`config.mk`:
```
export PLATFORM = sky130hd
export DESIGN_NAME = line_follow_pid_drive_flat
export DESIGN_NICKNAME = d
export VERILOG_FILES = /design/src/rtl/core/lfpd_pkg.sv /design/src/rtl/core/lfpd_pos_if.sv /design/src/rtl/core/lfpd_drv_if.sv /design/src/rtl/core/line_follow_pid_drive.sv /design/src/flat_wrapper.sv
export SDC_FILE = /design/constraint.sdc
export NUM_CORES = 2
export LEC_CHECK = 0
export ABC_AREA = 1
export BUFFER_PORTS_ARGS = -buffer_cell sky130_fd_sc_hd__buf_2
export CAP_MARGIN = 10
export CELL_PAD_IN_SITES_DETAIL_PLACEMENT = 0
export CELL_PAD_IN_SITES_GLOBAL_PLACEMENT = 2
export CORE_MARGIN = 2
export CORE_UTILIZATION = 44
export DETAILED_ROUTE_END_ITERATION = 8
export GPL_ROUTABILITY_DRIVEN = 0
export MAX_ROUTING_LAYER = met4
export PLACE_DENSITY_LB_ADDON = 0.3
export SYNTH_ARGS = -nofsm -noshare
export SYNTH_HDL_FRONTEND = slang
export SYNTH_SLANG_ARGS = --single-unit
```
`constraint.sdc`:
```
create_clock -name clk_i -period 18.25 [get_ports clk_i]
set_input_delay 0.9125 -clock clk_i [delete_from_list [all_inputs] [get_ports clk_i]]
set_output_delay 0.9125 -clock clk_i [all_outputs]
set_load 0.1 [all_outputs]
```
`src/rtl/core/lfpd_pkg.sv`:
```
// ----------------------------------------------------------------------------
// Line follower PID drive package
// Widths, constants and register codes shared by the line follower PID drive.
// ----------------------------------------------------------------------------
package lfpd_pkg;

  localparam int POS_W     = 13;
  localparam int ERR_W     = 13;
  localparam int DIFF_W    = ERR_W + 1;
  localparam int SUM_W     = 24;
  localparam int GAIN_W    = 24;
  localparam int SPEED_W   = 8;
  localparam int LOWER_W   = 9;
  localparam int CORR_W    = 16;
  localparam int MAG_W     = 8;
  localparam int CFG_W     = 24;
  localparam int CFG_IDX_W = 3;
  localparam int Q_SHIFT   = 20;

  localparam int PROP_W  = GAIN_W + 1 + ERR_W;
  localparam int DERIV_W = GAIN_W + 1 + DIFF_W;
  localparam int INTEG_W = GAIN_W + 1 + SUM_W;
  localparam int ACC_W   = INTEG_W + 1;
  localparam int CMD_W   = CORR_W + 2;

  localparam int CENTER_POSITION  = 3000;
  localparam int GLITCH_ERROR     = 3000;
  localparam int GLITCH_NEIGHBOUR = 1100;
  localparam int STRAIGHT_BAND    = 200;

  typedef enum logic [CFG_IDX_W-1:0] {
    CFG_PROP_GAIN      = 3'd0,
    CFG_INTEG_GAIN     = 3'd1,
    CFG_DERIV_GAIN     = 3'd2,
    CFG_BASE_SPEED     = 3'd3,
    CFG_STRAIGHT_SPEED = 3'd4,
    CFG_UPPER_LIMIT    = 3'd5,
    CFG_LOWER_LIMIT    = 3'd6
  } cfg_idx_e;

  localparam logic [GAIN_W-1:0]         PROP_GAIN_RST      = 24'd73820;
  localparam logic [GAIN_W-1:0]         INTEG_GAIN_RST     = 24'd745;
  localparam logic [GAIN_W-1:0]         DERIV_GAIN_RST     = 24'd492831;
  localparam logic [SPEED_W-1:0]        BASE_SPEED_RST     = 8'd70;
  localparam logic [SPEED_W-1:0]        STRAIGHT_SPEED_RST = 8'd255;
  localparam logic [SPEED_W-1:0]        UPPER_LIMIT_RST    = 8'd140;
  localparam logic signed [LOWER_W-1:0] LOWER_LIMIT_RST    = -9'sd170;

  localparam logic signed [SUM_W-1:0] SUM_MAX = {1'b0, {(SUM_W-1){1'b1}}};
  localparam logic signed [SUM_W-1:0] SUM_MIN = {1'b1, {(SUM_W-1){1'b0}}};

  localparam logic signed [ACC_W-1:0] Q_ROUND  = ACC_W'((64'd1 << Q_SHIFT) - 64'd1);
  localparam logic signed [ACC_W-1:0] CORR_MAX = ACC_W'(32767);
  localparam logic signed [ACC_W-1:0] CORR_MIN = -ACC_W'(32768);

  typedef struct packed {
    logic [MAG_W-1:0] magnitude;
    logic             reverse;
  } motor_t;

endpackage

```
`src/rtl/core/lfpd_pos_if.sv`:
```
// ----------------------------------------------------------------------------
// Line position channel
// Carries one line-position sample per transaction with valid and ready.
// ----------------------------------------------------------------------------
interface lfpd_pos_if;
  logic                         valid;
  logic                         ready;
  logic [lfpd_pkg::POS_W-1:0]   line_position;

  modport source (output valid, output line_position, input ready);
  modport sink (input valid, input line_position, output ready);
endinterface

```
`src/rtl/core/lfpd_drv_if.sv`:
```
// ----------------------------------------------------------------------------
// Motor drive channel
// Carries both motor commands and the PID correction per transaction.
// ----------------------------------------------------------------------------
interface lfpd_drv_if;
  logic                               valid;
  logic                               ready;
  logic [lfpd_pkg::MAG_W-1:0]         right_magnitude;
  logic                               right_reverse;
  logic [lfpd_pkg::MAG_W-1:0]         left_magnitude;
  logic                               left_reverse;
  logic signed [lfpd_pkg::CORR_W-1:0] correction;

  modport source (output valid, output right_magnitude, output right_reverse,
                  output left_magnitude, output left_reverse, output correction,
                  input ready);
  modport sink (input valid, input right_magnitude, input right_reverse,
                input left_magnitude, input left_reverse, input correction,
                output ready);
endinterface

```
`src/rtl/core/line_follow_pid_drive.sv`:
```
// ----------------------------------------------------------------------------
// Line follower PID drive
// Turns line-position samples into differential motor commands by PID control.
// ----------------------------------------------------------------------------
// Usage: line-position samples arrive on pos_i and motor commands leave on
// drv_o, both as valid/ready channels with one transaction per item. Each
// sample yields exactly one result carrying both motor magnitudes, their
// reverse flags and the saturated PID correction.
// The error history and the integral are updated as a sample is accepted;
// three further stages form the gain products, the scaled correction and the
// clamped motor commands, which are registered onto drv_o. A new sample can be
// accepted in every cycle while the output is not stalled, so the throughput
// is one transaction per cycle whenever the receiver keeps ready high.
// When the receiver holds ready low with a result pending, every stage
// freezes and pos_i.ready drops until that result is taken.
// The user writes gains, speeds and limits through the cfg port only while no
// sample is in flight; the block does not enforce it. Reset restores default
// gains and limits, clears error history and integral, empties the pipeline.
// ----------------------------------------------------------------------------
module line_follow_pid_drive (
  input  logic                             clk_i,
  input  logic                             rst_ni,
  lfpd_pos_if.sink                         pos_i,
  lfpd_drv_if.source                       drv_o,
  input  logic                             cfg_we_i,
  input  logic [lfpd_pkg::CFG_IDX_W-1:0]   cfg_idx_i,
  input  logic [lfpd_pkg::CFG_W-1:0]       cfg_data_i
);
  import lfpd_pkg::*;

  logic [GAIN_W-1:0]         prop_gain_q, integ_gain_q, deriv_gain_q;
  logic [SPEED_W-1:0]        base_speed_q, straight_speed_q, upper_limit_q;
  logic signed [LOWER_W-1:0] lower_limit_q;

  logic signed [ERR_W-1:0] err_now_q, err_before_q;
  logic signed [SUM_W-1:0] err_sum_q;

  logic                     s1_valid_q, s2_valid_q, s3_valid_q, out_valid_q;
  logic signed [ERR_W-1:0]  s1_err_q;
  logic signed [DIFF_W-1:0] s1_diff_q;
  logic signed [SUM_W-1:0]  s1_sum_q;
  logic                     s1_small_q, s2_small_q, s3_small_q;
  logic signed [PROP_W-1:0]  s2_prop_q;
  logic signed [DERIV_W-1:0] s2_deriv_q;
  logic signed [INTEG_W-1:0] s2_integ_q;
  logic signed [CORR_W-1:0]  s3_corr_q;
  motor_t                    right_q, left_q;
  logic signed [CORR_W-1:0]  corr_out_q;

  logic stall, in_fire;

  logic signed [ERR_W+1:0] pos_off;
  logic signed [ERR_W-1:0] err_raw, err_d;
  logic                    glitch, small_err;
  logic signed [SUM_W:0]   sum_ext;
  logic signed [SUM_W-1:0] err_sum_d;
  logic signed [DIFF_W-1:0] diff_d;

  logic signed [PROP_W-1:0]  prop_prod;
  logic signed [DERIV_W-1:0] deriv_prod;
  logic signed [INTEG_W-1:0] integ_prod;

  logic signed [ACC_W-1:0]  acc, acc_biased, acc_quot;
  logic signed [CORR_W-1:0] corr_d;

  logic signed [CMD_W-1:0] speed_ext, corr_ext, lo_ext, hi_ext;
  motor_t                  right_d, left_d;

  assign stall       = out_valid_q && !drv_o.ready;
  assign pos_i.ready = !stall;
  assign in_fire     = pos_i.valid && !stall;

  // Configuration register file.
  always_ff @(posedge clk_i or negedge rst_ni) begin
    if (!rst_ni) begin
      prop_gain_q      <= PROP_GAIN_RST;
      integ_gain_q     <= INTEG_GAIN_RST;
      deriv_gain_q     <= DERIV_GAIN_RST;
      base_speed_q     <= BASE_SPEED_RST;
      straight_speed_q <= STRAIGHT_SPEED_RST;
      upper_limit_q    <= UPPER_LIMIT_RST;
      lower_limit_q    <= LOWER_LIMIT_RST;
    end else if (cfg_we_i) begin
      unique case (cfg_idx_e'(cfg_idx_i))
        CFG_PROP_GAIN:      prop_gain_q      <= cfg_data_i[GAIN_W-1:0];
        CFG_INTEG_GAIN:     integ_gain_q     <= cfg_data_i[GAIN_W-1:0];
        CFG_DERIV_GAIN:     deriv_gain_q     <= cfg_data_i[GAIN_W-1:0];
        CFG_BASE_SPEED:     base_speed_q     <= cfg_data_i[SPEED_W-1:0];
        CFG_STRAIGHT_SPEED: straight_speed_q <= cfg_data_i[SPEED_W-1:0];
        CFG_UPPER_LIMIT:    upper_limit_q    <= cfg_data_i[SPEED_W-1:0];
        CFG_LOWER_LIMIT:    lower_limit_q    <= $signed(cfg_data_i[LOWER_W-1:0]);
        default: begin
        end
      endcase
    end
  end

  // Error, glitch suppression and integral update for the accepted sample.
  always_comb begin
    pos_off = $signed({2'b00, pos_i.line_position}) - (ERR_W+2)'(CENTER_POSITION);
    if (pos_off > (ERR_W+2)'(4095)) begin
      err_raw = ERR_W'(4095);
    end else if (pos_off < -(ERR_W+2)'(4096)) begin
      err_raw = -ERR_W'(4096);
    end else begin
      err_raw = pos_off[ERR_W-1:0];
    end

    glitch = (err_raw == ERR_W'(GLITCH_ERROR) || err_raw == -ERR_W'(GLITCH_ERROR)) &&
             err_now_q > -ERR_W'(GLITCH_NEIGHBOUR) &&
             err_now_q < ERR_W'(GLITCH_NEIGHBOUR) &&
             err_before_q > -ERR_W'(GLITCH_NEIGHBOUR) &&
             err_before_q < ERR_W'(GLITCH_NEIGHBOUR);
    err_d = glitch ? '0 : err_raw;

    small_err = err_d >= -ERR_W'(STRAIGHT_BAND) && err_d <= ERR_W'(STRAIGHT_BAND);

    sum_ext = (SUM_W+1)'(err_sum_q) + (SUM_W+1)'(err_d);
    if (sum_ext[SUM_W] != sum_ext[SUM_W-1]) begin
      err_sum_d = sum_ext[SUM_W] ? SUM_MIN : SUM_MAX;
    end else begin
      err_sum_d = sum_ext[SUM_W-1:0];
    end

    diff_d = DIFF_W'(err_d) - DIFF_W'(err_now_q);
  end

  assign prop_prod  = $signed({1'b0, prop_gain_q}) * s1_err_q;
  assign deriv_prod = $signed({1'b0, deriv_gain_q}) * s1_diff_q;
  assign integ_prod = $signed({1'b0, integ_gain_q}) * s1_sum_q;

  // Sum of products, scaled down with truncation toward zero and saturated.
  always_comb begin
    acc        = ACC_W'(s2_prop_q) + ACC_W'(s2_deriv_q) + ACC_W'(s2_integ_q);
    acc_biased = acc + (acc[ACC_W-1] ? Q_ROUND : '0);
    acc_quot   = acc_biased >>> Q_SHIFT;
    if (acc_quot > CORR_MAX) begin
      corr_d = CORR_W'(CORR_MAX);
    end else if (acc_quot < CORR_MIN) begin
      corr_d = CORR_W'(CORR_MIN);
    end else begin
      corr_d = acc_quot[CORR_W-1:0];
    end
  end

  function automatic motor_t drive(input logic signed [CMD_W-1:0] cmd,
                                   input logic signed [CMD_W-1:0] lo,
                                   input logic signed [CMD_W-1:0] hi);
    logic signed [CMD_W-1:0] raised, limited, absval;
    motor_t                  res;
    raised        = (cmd < lo) ? lo : cmd;
    limited       = (raised > hi) ? hi : raised;
    res.reverse   = limited[CMD_W-1];
    absval        = res.reverse ? -limited : limited;
    res.magnitude = (absval > CMD_W'(255)) ? '1 : absval[MAG_W-1:0];
    return res;
  endfunction

  always_comb begin
    speed_ext = $signed({{(CMD_W-SPEED_W){1'b0}},
                         (s3_small_q ? straight_speed_q : base_speed_q)});
    corr_ext  = CMD_W'(s3_corr_q);
    lo_ext    = CMD_W'(lower_limit_q);
    hi_ext    = $signed({{(CMD_W-SPEED_W){1'b0}}, upper_limit_q});
    right_d   = drive(speed_ext - corr_ext, lo_ext, hi_ext);
    left_d    = drive(speed_ext + corr_ext, lo_ext, hi_ext);
  end

  always_ff @(posedge clk_i or negedge rst_ni) begin
    if (!rst_ni) begin
      err_now_q    <= '0;
      err_before_q <= '0;
      err_sum_q    <= '0;
      s1_valid_q   <= 1'b0;
      s2_valid_q   <= 1'b0;
      s3_valid_q   <= 1'b0;
      out_valid_q  <= 1'b0;
    end else begin
      if (in_fire) begin
        err_now_q    <= err_d;
        err_before_q <= err_now_q;
        err_sum_q    <= err_sum_d;
      end
      if (!stall) begin
        s1_valid_q  <= pos_i.valid;
        s2_valid_q  <= s1_valid_q;
        s3_valid_q  <= s2_valid_q;
        out_valid_q <= s3_valid_q;
      end
    end
  end

  always_ff @(posedge clk_i) begin
    if (!stall) begin
      s1_err_q   <= err_d;
      s1_diff_q  <= diff_d;
      s1_sum_q   <= err_sum_d;
      s1_small_q <= small_err;
      s2_prop_q  <= prop_prod;
      s2_deriv_q <= deriv_prod;
      s2_integ_q <= integ_prod;
      s2_small_q <= s1_small_q;
      s3_corr_q  <= corr_d;
      s3_small_q <= s2_small_q;
      right_q    <= right_d;
      left_q     <= left_d;
      corr_out_q <= s3_corr_q;
    end
  end

  assign drv_o.valid           = out_valid_q;
  assign drv_o.right_magnitude = right_q.magnitude;
  assign drv_o.right_reverse   = right_q.reverse;
  assign drv_o.left_magnitude  = left_q.magnitude;
  assign drv_o.left_reverse    = left_q.reverse;
  assign drv_o.correction      = corr_out_q;

`ifndef SYNTHESIS
  a_err_history : assert property (@(posedge clk_i) disable iff (!rst_ni)
    in_fire |=> err_before_q == $past(err_now_q))
    else $error("Previous error not shifted on a transaction");

  a_sum_hold_max : assert property (@(posedge clk_i) disable iff (!rst_ni)
    in_fire && err_sum_q == SUM_MAX && err_d >= 0 |=> err_sum_q == SUM_MAX)
    else $error("Integral left positive saturation");

  a_zero_corr_match : assert property (@(posedge clk_i) disable iff (!rst_ni)
    out_valid_q && corr_out_q == '0 |->
      right_q.magnitude == left_q.magnitude && right_q.reverse == left_q.reverse)
    else $error("Motor commands differ with zero correction");

  a_out_from_pipe : assert property (@(posedge clk_i) disable iff (!rst_ni)
    $rose(out_valid_q) |-> $past(s3_valid_q))
    else $error("Result appeared without an item in the last stage");
`endif

endmodule
```
`src/flat_wrapper.sv`:
```
// flat-port wrapper written by rule: the top's interface ports become plain ports
module line_follow_pid_drive_flat import lfpd_pkg::*;
  (clk_i, rst_ni, cfg_we_i, cfg_idx_i, cfg_data_i, pos_i_valid, pos_i_line_position, pos_i_ready, drv_o_valid, drv_o_right_magnitude, drv_o_right_reverse, drv_o_left_magnitude, drv_o_left_reverse, drv_o_correction, drv_o_ready);
  lfpd_pos_if pos_i_i ();
  lfpd_drv_if drv_o_i ();
  input  logic clk_i;
  input  logic rst_ni;
  input  logic cfg_we_i;
  input  logic [lfpd_pkg::CFG_IDX_W-1:0] cfg_idx_i;
  input  logic [lfpd_pkg::CFG_W-1:0] cfg_data_i;
  input wire logic [$bits(pos_i_i.valid)-1:0] pos_i_valid;
  input wire logic [$bits(pos_i_i.line_position)-1:0] pos_i_line_position;
  output wire logic [$bits(pos_i_i.ready)-1:0] pos_i_ready;
  output wire logic [$bits(drv_o_i.valid)-1:0] drv_o_valid;
  output wire logic [$bits(drv_o_i.right_magnitude)-1:0] drv_o_right_magnitude;
  output wire logic [$bits(drv_o_i.right_reverse)-1:0] drv_o_right_reverse;
  output wire logic [$bits(drv_o_i.left_magnitude)-1:0] drv_o_left_magnitude;
  output wire logic [$bits(drv_o_i.left_reverse)-1:0] drv_o_left_reverse;
  output wire logic [$bits(drv_o_i.correction)-1:0] drv_o_correction;
  input wire logic [$bits(drv_o_i.ready)-1:0] drv_o_ready;
  assign pos_i_i.valid = pos_i_valid;
  assign pos_i_i.line_position = pos_i_line_position;
  assign pos_i_ready = pos_i_i.ready;
  assign drv_o_valid = drv_o_i.valid;
  assign drv_o_right_magnitude = drv_o_i.right_magnitude;
  assign drv_o_right_reverse = drv_o_i.right_reverse;
  assign drv_o_left_magnitude = drv_o_i.left_magnitude;
  assign drv_o_left_reverse = drv_o_i.left_reverse;
  assign drv_o_correction = drv_o_i.correction;
  assign drv_o_i.ready = drv_o_ready;
  line_follow_pid_drive u_core (.clk_i(clk_i), .rst_ni(rst_ni), .pos_i(pos_i_i), .drv_o(drv_o_i), .cfg_we_i(cfg_we_i), .cfg_idx_i(cfg_idx_i), .cfg_data_i(cfg_data_i));
endmodule
```
# After elaboration in Yosys (flattened, before gate mapping)
# Cells that the tools add are included.
# totals
latch_bits,0
mem_bits_rw,0
output_inout_bits,36
wordCells,99
register_bits,389
rom_bits,0
mem_count,0
# op_classes
bitwise_logic,0
reduce_logical,18
multipliers,3
n_eq_ne,9
muxes,14
add_sub_neg,10
n_shift,0
n_lt_le_gt_ge,16
n_div,0
# op_table
operator,n
$mux 18,6
$add 40x49->50,1
$add 50x20->50,1
$mul 25x24->49,1
$mux 24,2
$add 38x39->40,1
$mul 25x14->39,1
$mux 13,3
$mul 25x13->38,1
$gt 18x9->1,2
$gt 18x9->1 const B,2
$neg 18->18,2
$lt 17x9->1,2
$gt 30x16->1 const B,1
$lt 30x16->1 const B,1
$eq 13x13->1 const B,2
$gt 13x12->1 const B,2
$lt 13x12->1 const B,2
$add 24x13->25,1
$mux 20,1
$add 9x16->17,1
$sub 9x16->17,1
$mux 16,1
$gt 15x13->1 const B,1
other kinds (15),31

# Depth between registers and ports, before layout
# depth
depth_word,14
depth_mapped,50
mapped_depth_nobuf,48

# Worst setup path before layout
# No wires, ideal clock.
# synth_timing
path_kind,input-to-reg
startpoint,input port drv_o_ready
endpoint,register u_core.err_sum_q[19]
cell_stages,7
arrival_ns,7.427
slack_ns,10.741
setup_time_ns,0.082
n_path_buf,1
required_time_ns,18.168
cell_sequence,nor2_1 inv_1 nand2_1 inv_2 buf_1 nor2_1 a31oi_1
# synth_via
elab_chain_cells,4
# synth_lines
item,line_no,source
from (decl),flat_wrapper.sv:20,input wire logic [$bits(drv_o_i.ready)-1:0] drv_o_ready;
$logic_not 1->1,line_follow_pid_drive.sv:69,assign stall = out_valid_q && !drv_o.ready;
$logic_and 1x1->1,line_follow_pid_drive.sv:69,
$logic_not 1->1,n/a,
net pos_i_ready,flat_wrapper.sv:13,output wire logic [$bits(pos_i_i.ready)-1:0] pos_i_ready;
$logic_and 1x1->1,line_follow_pid_drive.sv:71,assign in_fire = pos_i.valid && !stall;
to (signal assigned),line_follow_pid_drive.sv:182,err_sum_q <= err_sum_d;
to (decl),line_follow_pid_drive.sv:36,logic signed [SUM_W-1:0] err_sum_q;
# The timed path passes the listed nets, and every way through them passes these cells.
# A chain may end at the register's enable or synchronous reset.

# Final worst setup path
# layout_timing
startpoint,register u_core.s1_diff_q[11]
endpoint,"register u_core.s2_deriv_q[37], data pin"
# layout_via
elab_chain_cells,1
# layout_lines
item,line_no,source
from (decl),line_follow_pid_drive.sv:40,logic signed [DIFF_W-1:0] s1_diff_q;
from (signal assigned),line_follow_pid_drive.sv:196,s1_diff_q <= diff_d;
$mul 25x14->39,line_follow_pid_drive.sv:129,"assign deriv_prod = $signed({1'b0, deriv_gain_q}) * s1_diff_q;"
net u_core.deriv_prod[37],line_follow_pid_drive.sv:60,logic signed [DERIV_W-1:0] deriv_prod;
to (signal assigned),line_follow_pid_drive.sv:200,s2_deriv_q <= deriv_prod;
to (decl),line_follow_pid_drive.sv:44,logic signed [DERIV_W-1:0] s2_deriv_q;
# The timed path passes the listed nets, and every way through them passes these cells.

==> metrics.cfg <==
[min_path]
hold_path_class = input port to async pin

[yosys]
synth_top_flop_cell = edfxtp_1
synth_warnings = 0
syn_avg_cell_area_um2 = 8.12
synth-seq-area-share_pct = 16.5
syn_nets = 9858
postSynth.asyncResetShare_pct = 40.9
synth_area_um2 = 66200
synth_edf_count = 230
synth-seq-cells = 389
synth_cell_types = 69
synth_cells = 8148

[floorplanning]
die_w_um = 392
rows = 142
pin_count = 81
core_um2 = 150000
start_util_pct = 44.2
die-area_um2 = 153000
die_h_um = 392

[setup_path]
cp.depth = 26
cp-end-kind = flip-flop
worst_path_max_delay_cell = edfxtp_1
max_stage_delay_ns = 1.05
r2r_slack_ns = 10.46
cp_max_fo = 24
cp-start-kind = flip-flop
cpLargestDelayFamily = adder cells
cpMostUsedCell = fa_1
crit_buf_inv = 4
rr_worst_depth = 26
cp.required_ns = 18.66
crit_arrival_ns = 8.20
crit_type = flip-flop to flip-flop

[global_routing]
grt_max_degree = 148
met3_usage_pct = 2.37
grt_pass1_vias = 53900
grt.met1_usage_pct = 35.3
grt_antenna_before_repair = 2
grtUsageMet2_pct = 44.9
busiest_layer = met2
grt_usage_pct = 26.8
grt.overflow.total = 0
grt_pass1_wl_um = 308000

[sta]
period_share_pct = 42.7
fin_tns_setup_ns = 0
slew_headroom_pct = 20.9
drv_slew = 0
fin_skew_ns = 0.0274
fin_crit_ns = 7.79
rsz0062_at_grt = no
hold_viol = 0
worst-slew-pin-transition_ns = 1.19
setup_viol = 0
fmax_mhz = 128
fin_ws_ns = 10.46

[final_layout]
final_cell_count_no_fill = 10100
finalNetCount = 9786
drive_above_1_share_pct = 5.72
area_growth_pct = 6.19
multi_input_area_um2 = 47300
register_area_um2 = 10900
finalInstanceArea_um2 = 70300
num-fill-cells = 15100

[placed_design]
dp_hpwl_um = 159000
place_ws_ns = 10.51
dp_cells = 10000
dpl-instance-area_um2 = 68600
numPortBuffers = 80

[routing]
wl_per_cell_um = 19.3
num_vias = 51700
drt_wl_total_um = 196000
drc = 0
drt_pass1_iterations = 5
drtIter0Drc = 3158
viasPerCell = 5.11
ant_nets = 0

[cts]
cts_made_buffers = 50
cts_tree = built
postCtsSetupBuffers = 0
htreeDepth = 2
path_clk_slew_ns = 0.06
cts_sinks = 389
postCtsHoldBufs = 0
cts_resized = 0
root_buffer = clkbuf_16
cts_max_path_buffers = 3
clock_latency_ns = 0.67

[flow_run]
maxCapViolations = 0

[outcome]
status = finished, final reports clean

## state kept, by name, summed over array words and instances (netlist names), 9 cells and up
register                 count
u_core.err_before_q         13
u_core.drv_o.correction     16
u_core.s2_integ_q           49
u_core.prop_gain_q          24
u_core.err_now_q            13
u_core.s3_corr_q            16
u_core.err_sum_q            24
u_core.integ_gain_q         24
u_core.s1_err_q             13
u_core.s1_diff_q            14
u_core.s2_prop_q            38
u_core.s1_sum_q             24
u_core.deriv_gain_q         24
u_core.s2_deriv_q           39
u_core.lower_limit_q         9
## cell type report
cell class	count	area share [%]
sequential	389	15.6
clock inverter	32	0.445
timing repair buffer	151	1.36
clock buffer	62	1.95
antenna	1	0.00356
tap	2016	3.59
inverter	1818	9.72
multi-input combinational	5666	67.4
## path summary, 6_finish.rpt
kind,start,to
worst min-delay path,rst_ni,u_core.drv_o.valid
worst max register to register,u_core.s1_diff_q[11],u_core.s2_deriv_q[37]
min in group clk_i,u_core.s2_small_q,u_core.s3_small_q
max in group asynchronous,rst_ni,u_core.deriv_gain_q[22]
worst max-delay path,u_core.s1_diff_q[11],u_core.s2_deriv_q[37]
worst min register to register,u_core.s2_small_q,u_core.s3_small_q
## per-stage QoR
stage	utilization (%)	hold WS, ns
final	47.0	0.177
after global routing	47.0	0.180
after CTS	47.0	0.163
after detailed placement	45.8	0.407
after global placement	45.8	0.406
after floorplan	-	0.400
## layout by cell type, fill, tap and decap left out, types with 7 or more instances in the layout
cell	netlist	layout
nand2_1	2217	2216
inv_1	1797	1796
fa_1	1040	1040
ha_1	625	625
nor2_1	336	336
o21ai_0	289	289
a21oi_1	277	277
edfxtp_1	230	230
nand3_1	207	207
xor2_1	153	153
dfrtp_1	117	117
buf_2	7	79
xnor2_1	70	70
buf_4	3	70
or2_2	65	65
nand4_1	59	59
clkbuf_16	0	52
a31oi_1	45	45
dfstp_2	42	42
nor3_1	31	31
nand2_2	23	24
o21bai_1	22	22
nand3_2	21	21
o21ai_1	20	20
inv_2	19	19
a21o_1	19	19
o21a_1	17	17
a21boi_0	12	12
nor4_1	10	10
nand3b_1	10	10
nor2_2	10	10
nor2_4	8	8
o211ai_1	7	7
mux2_2	7	7
clkbuf_1	259	7
## synth_stat cells, types with 117 or more instances
| cell type | n | area [um2] |
|---|---|---|
| o21ai_0 | 289 | 1450 |
| inv_1 | 1797 | 6750 |
| a21oi_1 | 277 | 1390 |
| fa_1 | 1040 | 20800 |
| clkbuf_1 | 259 | 972 |
| nand2_1 | 2217 | 8320 |
| edfxtp_1 | 230 | 6910 |
| ha_1 | 625 | 7820 |
| xor2_1 | 153 | 1340 |
| dfrtp_1 | 117 | 2930 |
| nand3_1 | 207 | 1040 |
| nor2_1 | 336 | 1260 |
## cells by family (layout without fill, tap and decap cells)
| group | Yosys count | count (layout) | share of synthesized area, % |
|---|---|---|---|
| adder cells (fa/ha/maj) | 1665 | 1665 | 43.3 |
| buffers and inverters | 2093 | 2063 | 11.9 |
| flip-flops | 389 | 389 | 16.5 |
| AO/OA/AOI/OAI | 745 | 745 | 6.23 |
| XOR/XNOR | 224 | 224 | 2.98 |
| AND/OR/NAND/NOR | 3025 | 3025 | 18.9 |
| other | 0 | 1 | 0 |
| multiplexers | 7 | 7 | 0.119 |
## per-layer routing
metal  vias to the layer above  wire [um]  share of wire [%]
met5                         -          0                  0
met4                         0       5080                2.6
met3                       215       8220                4.2
met2                      1127      95700                 49
met1                     25900      86600                 44
li1                      24500          -                  -
Power is not shown: default switching activity piles up to over one toggle a cycle in this logic, so the estimate is an artifact.
